--- src/tsp_pkg.sv ---
// Shared types and constants for the temperature-to-servo pulse block.
// Used by tsp_div and temperature_to_servo_pulse; no dependencies.
package tsp_pkg;

  // Item kinds on the input channel
  localparam logic [1:0] KIND_SAMPLE = 2'd0;
  localparam logic [1:0] KIND_PERIOD = 2'd1;
  localparam logic [1:0] KIND_WIDTH  = 2'd2;
  localparam logic [1:0] KIND_UNUSED = 2'd3;

  // Configuration register indexes
  localparam logic CFG_TEMP_LOW  = 1'b0;
  localparam logic CFG_TEMP_HIGH = 1'b1;

  // Field widths
  localparam int SAMPLE_W = 10;
  localparam int TEMP_W   = 8;
  localparam int PW_W     = 7;
  localparam int PROD_W   = SAMPLE_W + TEMP_W;  // sample * 250
  localparam int NUM_W    = 14;                 // (temp - low) * 50 < 12500
  localparam int QUO_W    = 6;                  // quotient stays below 50

  // Scaling and width constants
  localparam logic [TEMP_W-1:0] SCALE_MUL       = 8'd250;
  localparam logic [PW_W-1:0]   WIDTH_AT_LOW    = 7'd48;
  localparam logic [PW_W-1:0]   WIDTH_AT_HIGH   = 7'd98;
  localparam logic [PW_W-1:0]   WIDTH_RESET     = 7'd47;
  localparam logic [NUM_W-1:0]  WIDTH_SPAN      = 14'd50;
  localparam logic [TEMP_W-1:0] TEMP_HIGH_RESET = 8'd100;

  // Divider request and response
  typedef struct packed {
    logic              start;
    logic [NUM_W-1:0]  num;
    logic [TEMP_W-1:0] den;
  } tsp_div_req_t;

  typedef struct packed {
    logic             done;
    logic [QUO_W-1:0] quotient;
  } tsp_div_rsp_t;

endpackage

--- src/tsp_div.sv ---
// Iterative shift-and-subtract divider for the pulse width fraction.
// Depends on tsp_pkg. One quotient bit per cycle, QUO_W quotient bits per division.
module tsp_div
  import tsp_pkg::*;
(
  input  logic         clk,
  input  logic         rst,
  input  tsp_div_req_t req,
  output tsp_div_rsp_t rsp
);

  localparam int DSH_W  = TEMP_W + QUO_W - 1;
  localparam int STEP_W = $clog2(QUO_W);

  logic                      busy;
  logic [STEP_W-1:0]         step;
  logic [NUM_W-1:0]          rem;
  logic [DSH_W-1:0]          dsh;
  logic [QUO_W-2:0]          quo;
  logic                      ge;
  logic [NUM_W-1:0]          dsh_ext;

  // Trial subtract against the shifted divisor
  assign dsh_ext = NUM_W'(dsh);
  assign ge      = (rem >= dsh_ext);

  assign rsp.done     = busy && (step == '0);
  assign rsp.quotient = {quo, ge};

  // Control: busy flag and step count
  always_ff @(posedge clk) begin
    if (rst) begin
      busy <= 1'b0;
      step <= '0;
    end else if (req.start) begin
      busy <= 1'b1;
      step <= STEP_W'(QUO_W - 1);
    end else if (busy) begin
      if (step == '0) begin
        busy <= 1'b0;
      end else begin
        step <= step - 1'b1;
      end
    end
  end

  // Datapath: remainder, shifted divisor, quotient bits
  always_ff @(posedge clk) begin
    if (req.start) begin
      rem <= req.num;
      dsh <= {req.den, {(QUO_W-1){1'b0}}};
      quo <= '0;
    end else if (busy) begin
      if (ge) begin
        rem <= rem - dsh_ext;
      end
      dsh <= dsh >> 1;
      quo <= {quo[QUO_W-3:0], ge};
    end
  end

endmodule

--- src/temperature_to_servo_pulse.sv ---
// Temperature-to-servo pulse controller top level.
// Depends on tsp_pkg and tsp_div.
//
// Each input transaction yields exactly one result transaction carrying the
// pin level, last temperature and target width after that item. Period and
// width ticks (and the unused kind) produce their result in the cycle after
// acceptance. A converter sample is scaled by one 10x8 multiply, compared
// against temp_low/temp_high, and, when it lies strictly between them, the
// width fraction goes through a shift-and-subtract divider; a sample result
// is registered after the scale and setup states at a bound or outside the
// range, and after the scale, setup and divide states inside the range. The
// block handles one transaction at a time and accepts the next one once the
// previous result is taken (or in the same cycle it is taken). Configuration
// writes take effect at once and should only be issued while the block is
// idle.
module temperature_to_servo_pulse
  import tsp_pkg::*;
(
  input  logic                clk,
  input  logic                rst,
  // input channel
  input  logic                in_valid,
  output logic                in_ready,
  input  logic [1:0]          kind,
  input  logic [SAMPLE_W-1:0] sample,
  // result channel
  output logic                out_valid,
  input  logic                out_ready,
  output logic                pin_level,
  output logic [TEMP_W-1:0]   temperature,
  output logic [PW_W-1:0]     pulse_width,
  // configuration
  input  logic                cfg_we,
  input  logic                cfg_index,
  input  logic [TEMP_W-1:0]   cfg_data
);

  localparam logic [1:0] S_IDLE  = 2'd0;
  localparam logic [1:0] S_SCALE = 2'd1;
  localparam logic [1:0] S_SETUP = 2'd2;
  localparam logic [1:0] S_DIV   = 2'd3;

  logic [1:0]          state;
  logic                pulse_active;
  logic [PW_W-1:0]     ticks_left;
  logic [PW_W-1:0]     target_width;
  logic [TEMP_W-1:0]   last_temperature;
  logic [TEMP_W-1:0]   temp_low;
  logic [TEMP_W-1:0]   temp_high;
  logic [SAMPLE_W-1:0] sample_r;

  logic                in_fire;
  logic                result_done;
  logic [PROD_W-1:0]   scale_prod;
  logic [PW_W-1:0]     ticks_dec;
  logic                at_low;
  logic                at_high;
  logic                between;
  logic [TEMP_W-1:0]   diff;
  tsp_div_req_t        div_req;
  tsp_div_rsp_t        div_rsp;

  // Handshake
  assign in_ready = (state == S_IDLE) && (!out_valid || out_ready);
  assign in_fire  = in_valid && in_ready;

  assign pin_level   = pulse_active;
  assign temperature = last_temperature;
  assign pulse_width = target_width;

  // Scaling and range checks
  assign scale_prod = PROD_W'(sample_r) * PROD_W'(SCALE_MUL);
  assign ticks_dec  = ticks_left - 1'b1;
  assign at_low     = (last_temperature == temp_low);
  assign at_high    = (last_temperature == temp_high);
  assign between    = (last_temperature > temp_low) && (last_temperature < temp_high);
  assign diff       = last_temperature - temp_low;

  // Divider request, issued from the setup state
  assign div_req.start = (state == S_SETUP) && !at_high && !at_low && between;
  assign div_req.num   = NUM_W'(diff) * WIDTH_SPAN;
  assign div_req.den   = temp_high - temp_low;

  // Result ready: ticks at once, samples after setup or after the divide
  assign result_done = (in_fire && (kind != KIND_SAMPLE))
                    || ((state == S_SETUP) && !div_req.start)
                    || ((state == S_DIV) && div_rsp.done);

  tsp_div u_div (
    .clk (clk),
    .rst (rst),
    .req (div_req),
    .rsp (div_rsp)
  );

  // Sample holding register
  always_ff @(posedge clk) begin
    if (in_fire) begin
      sample_r <= sample;
    end
  end

  // Sequencer, pulse state and configuration
  always_ff @(posedge clk) begin
    if (rst) begin
      state            <= S_IDLE;
      out_valid        <= 1'b0;
      pulse_active     <= 1'b1;
      ticks_left       <= WIDTH_RESET;
      target_width     <= WIDTH_RESET;
      last_temperature <= '0;
      temp_low         <= '0;
      temp_high        <= TEMP_HIGH_RESET;
    end else begin
      if (cfg_we) begin
        unique case (cfg_index)
          CFG_TEMP_LOW:  temp_low  <= cfg_data;
          CFG_TEMP_HIGH: temp_high <= cfg_data;
        endcase
      end

      if (result_done) begin
        out_valid <= 1'b1;
      end else if (out_valid && out_ready) begin
        out_valid <= 1'b0;
      end

      unique case (state)
        S_IDLE: begin
          if (in_fire) begin
            unique case (kind)
              KIND_SAMPLE: begin
                state <= S_SCALE;
              end
              KIND_PERIOD: begin
                pulse_active <= 1'b1;
              end
              KIND_WIDTH: begin
                if (pulse_active) begin
                  if (ticks_dec == '0) begin
                    pulse_active <= 1'b0;
                    ticks_left   <= target_width;
                  end else begin
                    ticks_left <= ticks_dec;
                  end
                end
              end
              KIND_UNUSED: ;
            endcase
          end
        end
        S_SCALE: begin
          last_temperature <= scale_prod[PROD_W-1 -: TEMP_W];
          state            <= S_SETUP;
        end
        S_SETUP: begin
          // the high bound wins over the low bound when they are equal
          priority if (at_high) begin
            target_width <= WIDTH_AT_HIGH;
            state        <= S_IDLE;
          end else if (at_low) begin
            target_width <= WIDTH_AT_LOW;
            state        <= S_IDLE;
          end else if (between) begin
            state <= S_DIV;
          end else begin
            state <= S_IDLE;
          end
        end
        S_DIV: begin
          if (div_rsp.done) begin
            target_width <= WIDTH_AT_LOW + PW_W'(div_rsp.quotient);
            state        <= S_IDLE;
          end
        end
      endcase
    end
  end

`ifndef SYNTHESIS
  // A new transaction never overwrites a result that is still waiting
  a_no_overrun: assert property (@(posedge clk) disable iff (rst)
    in_fire |-> (!out_valid || out_ready))
    else $error("input accepted while result pending");

  // Divider completes only while the sequencer waits for it
  a_div_done_state: assert property (@(posedge clk) disable iff (rst)
    div_rsp.done |-> (state == S_DIV))
    else $error("divider done outside divide state");

  // Divider is started only from setup, and the sequencer then waits for it
  a_div_start: assert property (@(posedge clk) disable iff (rst)
    div_req.start |=> (state == S_DIV))
    else $error("divide state not entered after start");

  // Target width stays in its legal span
  a_width_range: assert property (@(posedge clk) disable iff (rst)
    (target_width >= WIDTH_RESET) && (target_width <= WIDTH_AT_HIGH))
    else $error("target width out of range");

  // A sample never yields a result before scaling has finished
  a_sample_latency: assert property (@(posedge clk) disable iff (rst)
    (in_fire && (kind == KIND_SAMPLE)) |=> !out_valid)
    else $error("sample result issued too early");
`endif

endmodule
--- config.mk ---
export PLATFORM = sky130hd
export DESIGN_NAME = temperature_to_servo_pulse
export DESIGN_NICKNAME = d
export VERILOG_FILES = /design/src/tsp_pkg.sv /design/src/tsp_div.sv /design/src/temperature_to_servo_pulse.sv
export SDC_FILE = /design/constraint.sdc
export NUM_CORES = 1
export LEC_CHECK = 0
export ABC_AREA = 1
export BUFFER_PORTS_ARGS = -buffer_cell sky130_fd_sc_hd__buf_4
export CAP_MARGIN = 15
export CORE_AREA = 5 5 141 211
export CTS_CLUSTER_SIZE = 40
export DETAILED_ROUTE_END_ITERATION = 6
export DIE_AREA = 0 0 146 216
export HOLD_SLACK_MARGIN = 0.05
export SYNTH_ARGS = -nofsm -noshare
export SYNTH_HDL_FRONTEND = slang
export SYNTH_SLANG_ARGS = --single-unit
--- constraint.sdc ---
create_clock -name clk -period 5.69 [get_ports clk]
set_clock_uncertainty 0.15 [all_clocks]
set_input_delay 1.138 -clock clk [delete_from_list [all_inputs] [get_ports clk]]
set_output_delay 1.138 -clock clk [all_outputs]
set_load 0.02 [all_outputs]
==> impl_metrics.env, run 1 <==
export IMPL_outcome="finished clean"
export IMPL_fillcell_total=2928
export IMPL_global_route_usage_total=0.116
export IMPL_layout_cells_most_common_list="205 x sky130_fd_sc_hd__nand2_1, 182 x sky130_fd_sc_hd__inv_1, 112 x sky130_fd_sc_hd__ha_1"
export IMPL_route_vias_total=6191
export IMPL_drive_above_1_share=0.0827
export IMPL_post_synth_inst_count=981
export IMPL_cp_slowest_cell="sky130_fd_sc_hd__fa_1"
export IMPL_ys_seq_elements=88
export IMPL_die_x_microns=146
export IMPL_place_detailed_hpwl_microns=15100
export IMPL_timing_worst_setup_path_type="reg -> reg"
export IMPL_tightest_slew_ps=926
export IMPL_chipHeight_microns=216
export IMPL_ff2ff_path_depth=19
export IMPL_nNetsFinal=1195
export IMPL_ctsResizeCount=0
export IMPL_cts_clk_slew_worst_paths_ps=70
export IMPL_cp_common_cell="sky130_fd_sc_hd__ha_1"
export IMPL_cp_cell_sequence="inv_1 > ha_1 > inv_1 > fa_1 > nand3_1 > nand2_1 > a31o_2 > xor2_1 > inv_1 > ha_1 > ha_1 > ha_1 > ha_1 > inv_1 > o21ai_0 > nand3b_1 > xor2_1 > nor2_1 > o21bai_2"
export IMPL_design_portCount=44
export IMPL_start_util=0.275
export IMPL_ctsHoldBuffers=0
export IMPL_io_buffer_count=43
export IMPL_tritoncts_buffers=9
export IMPL_worst_endpoint_required_ps=5650
export IMPL_min_delay_worst_endpoint="pin_level"
export IMPL_hold_path_cell_count=2
export IMPL_synth_yosys_warnings=0
export IMPL_mostFrequentLayoutCell="sky130_fd_sc_hd__nand2_1"
export IMPL_clk_path_buf_depth=2
export IMPL_antennaDiodeCount=0
export IMPL_synth_largest_area_cell="sky130_fd_sc_hd__ha_1"
export IMPL_setup_slack_ps=1420
export IMPL_setup_tns_final_ps=0
export IMPL_timing_rr_start="temperature[0]"
export IMPL_fin_crit_ps=4270
export IMPL_crit_fanout=3
export IMPL_path_class_of_the_lowest_slack_min_delay_path="reg -> reg"
export IMPL_core_region_area_sq_um=27700
export IMPL_post_synth_main_area_contributors="sky130_fd_sc_hd__ha_1 18%, sky130_fd_sc_hd__dfxtp_1 15%, sky130_fd_sc_hd__edfxtp_1 12%, sky130_fd_sc_hd__nand2_1 10%, sky130_fd_sc_hd__inv_1 9.0%"
export IMPL_layout_worst_path_cycle_share=0.750
export IMPL_cts_post_setup_buffers_inserted=0
export IMPL_grt_pass1_wl_microns=29700
export IMPL_maxCapViolations=0
export IMPL_total_area_of_multi_input_combinational_cells_sq_um=4780
export IMPL_drt_wl_total_microns=17900
export IMPL_root_buffer="sky130_fd_sc_hd__clkbuf_16"
export IMPL_via_count_of_the_first_global_routing_pass=6277
export IMPL_layout_area_overhead_vs_synth_pct=13.0
export IMPL_post_drt_wl_per_cell_microns=13.0
export IMPL_dp_worst_setup_slack_ps=1420
export IMPL_drt_pre_antenna_iters=5
export IMPL_final_count_of_pins_violating_max_slew=0
export IMPL_worst_setup_slack_for_register_to_register_paths_ps=1420
export IMPL_netlist_area_leader_share=0.184
export IMPL_final_antenna_net_count=0
export IMPL_syn_cell_area_sq_um=7620
export IMPL_tritoncts_num_sinks=88
export IMPL_number_of_antenna_violations_at_the_first_check_in_global_routing=0
export IMPL_setup_viol_count_final=0
export IMPL_globalRouteOverflowTotal=0
export IMPL_count_of_different_cell_masters_after_synthesis=41
export IMPL_crit_path_max_incr_delay_ps=400
export IMPL_relSlewSlack=0.380
export IMPL_cts_htree_levels=3
export IMPL_synthesis_nets=1153
export IMPL_grt_start_max_net_pins=30
export IMPL_endpoint_kind="register"
export IMPL_drt_vias_per_instance=4.51
export IMPL_synth_yosys_seq_area_share=0.272
export IMPL_worstSkewPairLatency_ps=350
export IMPL_cts_tree="done"
export IMPL_worst_hold_startpoint="pin_level"
export IMPL_die_area_sq_um=31500
export IMPL_critical_path_reg2reg_endpoint="u_div.rem[11]"
export IMPL_post_route_drc_count=0
export IMPL_setup_worst_path_start_class="register"
export IMPL_count_of_standard_cell_rows=75
export IMPL_clock_fmax_mhz=234
export IMPL_ff_latch_area_sq_um=2070
export IMPL_timing_final_hold_violations=0
export IMPL_avgSynthCellArea_sq_um=7.77
export IMPL_grt_setup_unrepaired="false"
export IMPL_routabilityCongestion=0.851
export IMPL_dr_first_iter_drc_count=229
export IMPL_timing_critical_path_arrival_ps=4220
routing by layer:
metal  GRT usage  vias to the layer above  wire, microns
met3      0.0235                       26            549
met2       0.225                       64           9640
met5           0                        -              0
li1            -                     3257              -
met1       0.122                     2844           7190
met4      0.0389                        0            476
final cells by class:
type | count | area share
clock buffers | 9 | 0.0261
clock inverters | 7 | 0.00973
inverters | 184 | 0.0802
multi-input cells | 696 | 0.555
flip-flops and latches | 88 | 0.241
well taps | 346 | 0.0503
repair buffers | 44 | 0.0383
how the worst max path moves through the flow:
stage | startpoint | to | slack [ps] | cells after the start
global placement | temperature[0] | u_div.rem[11] | 1520 | 19
finish | temperature[0] | u_div.rem[11] | 1420 | 19
floorplan | temperature[0] | u_div.rem[11] | 1640 | 19
global route | temperature[0] | u_div.rem[11] | 1060 | 19
CTS | temperature[0] | u_div.rem[11] | 1410 | 19
detailed placement | temperature[0] | u_div.rem[11] | 1420 | 19
worst max-delay path, delay by kind of cell, from the launching register on:
family	cells	cell delay, ps
AOI/OAI and AO/OA	3	630
xor gates and xnor gates	2	410
adders and majority gates	6	1780
buffers and inverters	4	330
DFF	1	310
and+or+nand+nor	4	410
flip-flops by register name, indices dropped and copies added, names as in the netlist:
register and flops:
sample_r 10, pulse_width 7, out_valid 1, u_div.dsh 13
ticks_left 7, u_div.busy 1, u_div.step 3, temp_low 8
temperature 8, state 2, temp_high 8, u_div.rem 14
pin_level 1, u_div.quo 5
cells in the mapped netlist:
cell type	number
sky130_fd_sc_hd__nand2_1	205
sky130_fd_sc_hd__nor2_4	3
sky130_fd_sc_hd__xor2_1	19
sky130_fd_sc_hd__fa_1	34
sky130_fd_sc_hd__buf_6	4
sky130_fd_sc_hd__edfxtp_1	31
sky130_fd_sc_hd__o21ai_0	40
sky130_fd_sc_hd__nand2_4	1
sky130_fd_sc_hd__o22ai_1	13
sky130_fd_sc_hd__o221ai_1	1
sky130_fd_sc_hd__a21oi_1	56
sky130_fd_sc_hd__a21oi_2	1
sky130_fd_sc_hd__clkbuf_1	8
sky130_fd_sc_hd__o211ai_1	5
sky130_fd_sc_hd__o21bai_1	5
sky130_fd_sc_hd__ha_1	112
sky130_fd_sc_hd__o2111ai_1	1
sky130_fd_sc_hd__o21bai_2	2
sky130_fd_sc_hd__nor3_1	4
sky130_fd_sc_hd__buf_2	1
sky130_fd_sc_hd__o21a_1	1
sky130_fd_sc_hd__o21ai_2	7
sky130_fd_sc_hd__o31a_1	1
sky130_fd_sc_hd__nand3_1	58
sky130_fd_sc_hd__nand2_2	4
sky130_fd_sc_hd__inv_1	182
sky130_fd_sc_hd__inv_2	2
sky130_fd_sc_hd__a21o_1	3
sky130_fd_sc_hd__nor2_1	78
sky130_fd_sc_hd__nand4_1	10
sky130_fd_sc_hd__nor4_1	2
sky130_fd_sc_hd__a31oi_1	5
sky130_fd_sc_hd__nor2_2	1
sky130_fd_sc_hd__xnor2_1	13
sky130_fd_sc_hd__a31o_2	1
sky130_fd_sc_hd__dfxtp_1	57
sky130_fd_sc_hd__or2_2	2
sky130_fd_sc_hd__nand3_2	1
sky130_fd_sc_hd__o21ai_1	3
sky130_fd_sc_hd__nand3b_1	3
sky130_fd_sc_hd__a21boi_0	1
cells by family after synthesis:
group,after synthesis,synth area share
AO/OA/AOI/OAI,146,0.111
XOR/XNOR,32,0.0368
adder cells (fa/ha/maj),146,0.273
buffers and inverters,197,0.101
flip-flops,88,0.272
AND/OR/NAND/NOR,372,0.206
metrics by stage:
step                      hold slack [ps]  std cells  cell area [sq um]   util
after detailed placement              323       1358               8310  0.300
after floorplan                       300        981               7620      -
after global routing                  356       1374               8610  0.311
final                                 332       1374               8610  0.311
after CTS                             334       1374               8610  0.311
after global placement                318       1358               8310  0.300
Power of run 1 is left out: the tool's default activity adds up to more than one toggle a clock period on the data nets, which glitch-free logic cannot reach.
==> run 2, diff against run 1 <==
- clock period: 5.69 -> 4 ns (I/O delays scaled with it)
==> run 2 against run 1 <==
  * Utilization grew 2.3 points
  * Final cell count up 3.4%
  * Global-route usage up 0.46 points
  * Fmax rose by 8.7%
  * Die area stayed put
  * Critical path depth decreased by 2
  * Worst setup slack lost 1300 ps
  * Flip-flop and latch count is the same
  * Sequential share of layout area is 1.6 points lower
  * Critical endpoint is now temperature[5]
  * Via count increased by 5.2%
  * Register-to-register slack got worse by 1300 ps
  * Non-clock buffer count rose by 47
==> impl_metrics.env, run 2 (synthesis results as in run 1) <==
export IMPL_outcome="finished clean"
export IMPL_design_portCount=44
export IMPL_crit_path_max_incr_delay_ps=560
export IMPL_die_x_microns=146
export IMPL_crit_fanout=3
export IMPL_start_util=0.275
export IMPL_reg_largest_list="u_div.rem x14, u_div.dsh x13, sample_r x10"
export IMPL_setup_worst_path_start_class="register"
export IMPL_min_delay_worst_endpoint="pin_level"
export IMPL_mostFrequentLayoutCell="sky130_fd_sc_hd__nand2_1"
export IMPL_layout_worst_path_cycle_share=0.981
export IMPL_route_vias_total=6514
export IMPL_drt_pre_antenna_iters=5
export IMPL_worst_setup_slack_for_register_to_register_paths_ps=80
export IMPL_place_detailed_hpwl_microns=15700
export IMPL_fin_crit_ps=3920
export IMPL_clk_path_buf_depth=2
export IMPL_cts_clk_slew_worst_paths_ps=70
export IMPL_cp_cell_sequence="inv_2 > fa_1 > fa_1 > fa_1 > fa_1 > inv_2 > ha_4 > buf_6 > nand2_2 > nor2_1 > nand2_1 > nand2_2 > nand2_2 > nand3_2 > nand2_2 > o21ai_2 > inv_1"
export IMPL_antennaDiodeCount=0
export IMPL_max_flop_register="u_div.rem"
export IMPL_worst_path_buf_inv=4
export IMPL_cts_tree="done"
export IMPL_cp_slowest_cell="sky130_fd_sc_hd__fa_1"
export IMPL_post_drt_wl_per_cell_microns=13.4
export IMPL_drive_above_1_share=0.180
export IMPL_timing_worst_setup_path_type="reg -> reg"
export IMPL_ctsHoldBuffers=0
export IMPL_die_area_sq_um=31500
export IMPL_root_buffer="sky130_fd_sc_hd__clkbuf_16"
export IMPL_tritoncts_num_sinks=88
export IMPL_routabilityCongestion=0.852
export IMPL_io_buffer_count=43
export IMPL_nNetsFinal=1242
export IMPL_via_count_of_the_first_global_routing_pass=6539
export IMPL_relSlewSlack=0.344
export IMPL_core_region_area_sq_um=27700
export IMPL_tightest_slew_ps=980
export IMPL_drt_wl_total_microns=19000
export IMPL_tritoncts_buffers=9
export IMPL_timing_critical_path_arrival_ps=4020
export IMPL_worst_endpoint_required_ps=4090
export IMPL_drt_vias_per_instance=4.58
export IMPL_count_of_standard_cell_rows=75
export IMPL_chipHeight_microns=216
export IMPL_grt_pass1_wl_microns=31000
export IMPL_timing_final_hold_violations=0
export IMPL_grt_setup_unrepaired="true"
export IMPL_critical_path_top_delay_family="adder cells"
export IMPL_timing_rr_start="sample_r[2]"
export IMPL_worstSkewPairLatency_ps=350
export IMPL_globalRouteOverflowTotal=0
export IMPL_clock_fmax_mhz=255
export IMPL_hold_path_cell_count=2
export IMPL_endpoint_kind="register"
export IMPL_flip_flop_count_of_the_largest_register_all_copies_and_words_added=14
export IMPL_global_route_usage_total=0.120
export IMPL_number_of_antenna_violations_at_the_first_check_in_global_routing=0
export IMPL_cts_htree_levels=3
export IMPL_post_route_drc_count=0
export IMPL_setup_viol_count_final=0
export IMPL_path_class_of_the_lowest_slack_min_delay_path="reg -> reg"
export IMPL_total_area_of_multi_input_combinational_cells_sq_um=5080
export IMPL_final_antenna_net_count=0
export IMPL_layout_area_overhead_vs_synth_pct=21.5
export IMPL_layout_cells_most_common_list="194 x sky130_fd_sc_hd__nand2_1, 170 x sky130_fd_sc_hd__inv_1, 98 x sky130_fd_sc_hd__ha_1"
export IMPL_dr_first_iter_drc_count=187
export IMPL_worst_hold_startpoint="pin_level"
export IMPL_ff_latch_area_sq_um=2080
export IMPL_final_count_of_pins_violating_max_slew=0
export IMPL_maxCapViolations=0
export IMPL_critical_path_reg2reg_endpoint="temperature[5]"
export IMPL_fillcell_total=2875
export IMPL_finalCoreUtilization=0.335
export IMPL_ff2ff_path_depth=17
export IMPL_grt_start_max_net_pins=30
[run 2: cell types whose count changed in the layout (fill, tap and decap cells not counted), sizes merged]
| cell | change |
|---|---|
| clkinvlp | -1 |
| buf | +47 |
| inv | +1 |
| bufinv | -1 |
| clkinv | +1 |
[run 2: worst reg2reg max path, cell delays in order, from the launching register on]
cell	delay (ps)
sky130_fd_sc_hd__edfxtp_1	400
sky130_fd_sc_hd__inv_2	70
sky130_fd_sc_hd__fa_1	560
sky130_fd_sc_hd__fa_1	440
sky130_fd_sc_hd__fa_1	510
sky130_fd_sc_hd__fa_1	560
sky130_fd_sc_hd__inv_2	50
sky130_fd_sc_hd__ha_4	270
sky130_fd_sc_hd__buf_6	100
sky130_fd_sc_hd__nand2_2	40
sky130_fd_sc_hd__nor2_1	90
sky130_fd_sc_hd__nand2_1	100
sky130_fd_sc_hd__nand2_2	110
sky130_fd_sc_hd__nand2_2	60
sky130_fd_sc_hd__nand3_2	60
sky130_fd_sc_hd__nand2_2	50
sky130_fd_sc_hd__o21ai_2	160
sky130_fd_sc_hd__inv_1	40
[run 2: per-stage QoR]
| step | hold WS [ps] | instances | setup TNS [ps] | setup WS (ps) | area (sq um) |
|---|---|---|---|---|---|
| global route | 355 | 1421 | -489 | -130 | 9260 |
| CTS | 332 | 1416 | -4.21 | -4.21 | 8940 |
| global placement | 315 | 1400 | 0 | 2.39 | 8630 |
| floorplan | 300 | 981 | 0 | 26.4 | 7630 |
| detailed placement | 320 | 1400 | -85.7 | -35.9 | 8630 |
| finish | 333 | 1421 | 0 | 75.5 | 9260 |
[run 2: worst max-delay path by stage]
stage	startpoint	end	cells after the start
after floorplan	temperature[0]	u_div.rem[11]	19
after global placement	sample_r[7]	temperature[7]	15
after detailed placement	temperature[0]	u_div.rem[13]	18
after CTS	sample_r[1]	temperature[5]	17
after global routing	sample_r[2]	temperature[5]	17
final	sample_r[2]	temperature[5]	17
[run 2: routing by layer]
| layer | part of all wire | global-route usage | vias to the layer above |
|---|---|---|---|
| met5 | 0 | 0 | - |
| met1 | 0.38 | 0.125 | 3039 |
| met2 | 0.57 | 0.244 | 93 |
| met4 | 0.024 | 0.0361 | 0 |
| met3 | 0.026 | 0.0185 | 23 |
| li1 | - | - | 3359 |
[run 2: final cells by class]
type	instances	area share
Multi-Input combinational cell	696	0.549
Sequential cell	88	0.224
Inverter	184	0.0746
Timing Repair Buffer	91	0.0741
Tap cell	346	0.0467
Clock buffer	9	0.0243
Clock inverter	7	0.00743
[run 2: repair_timing]
action                     in CTS  in global routing
setup endpoints to repair       6                 14
pin swaps                       0                 25
setup buffers                   0                  5
gates resized for setup         8                 62
hold endpoints to repair        0                  0
Power of run 2 is left out for the same reason.
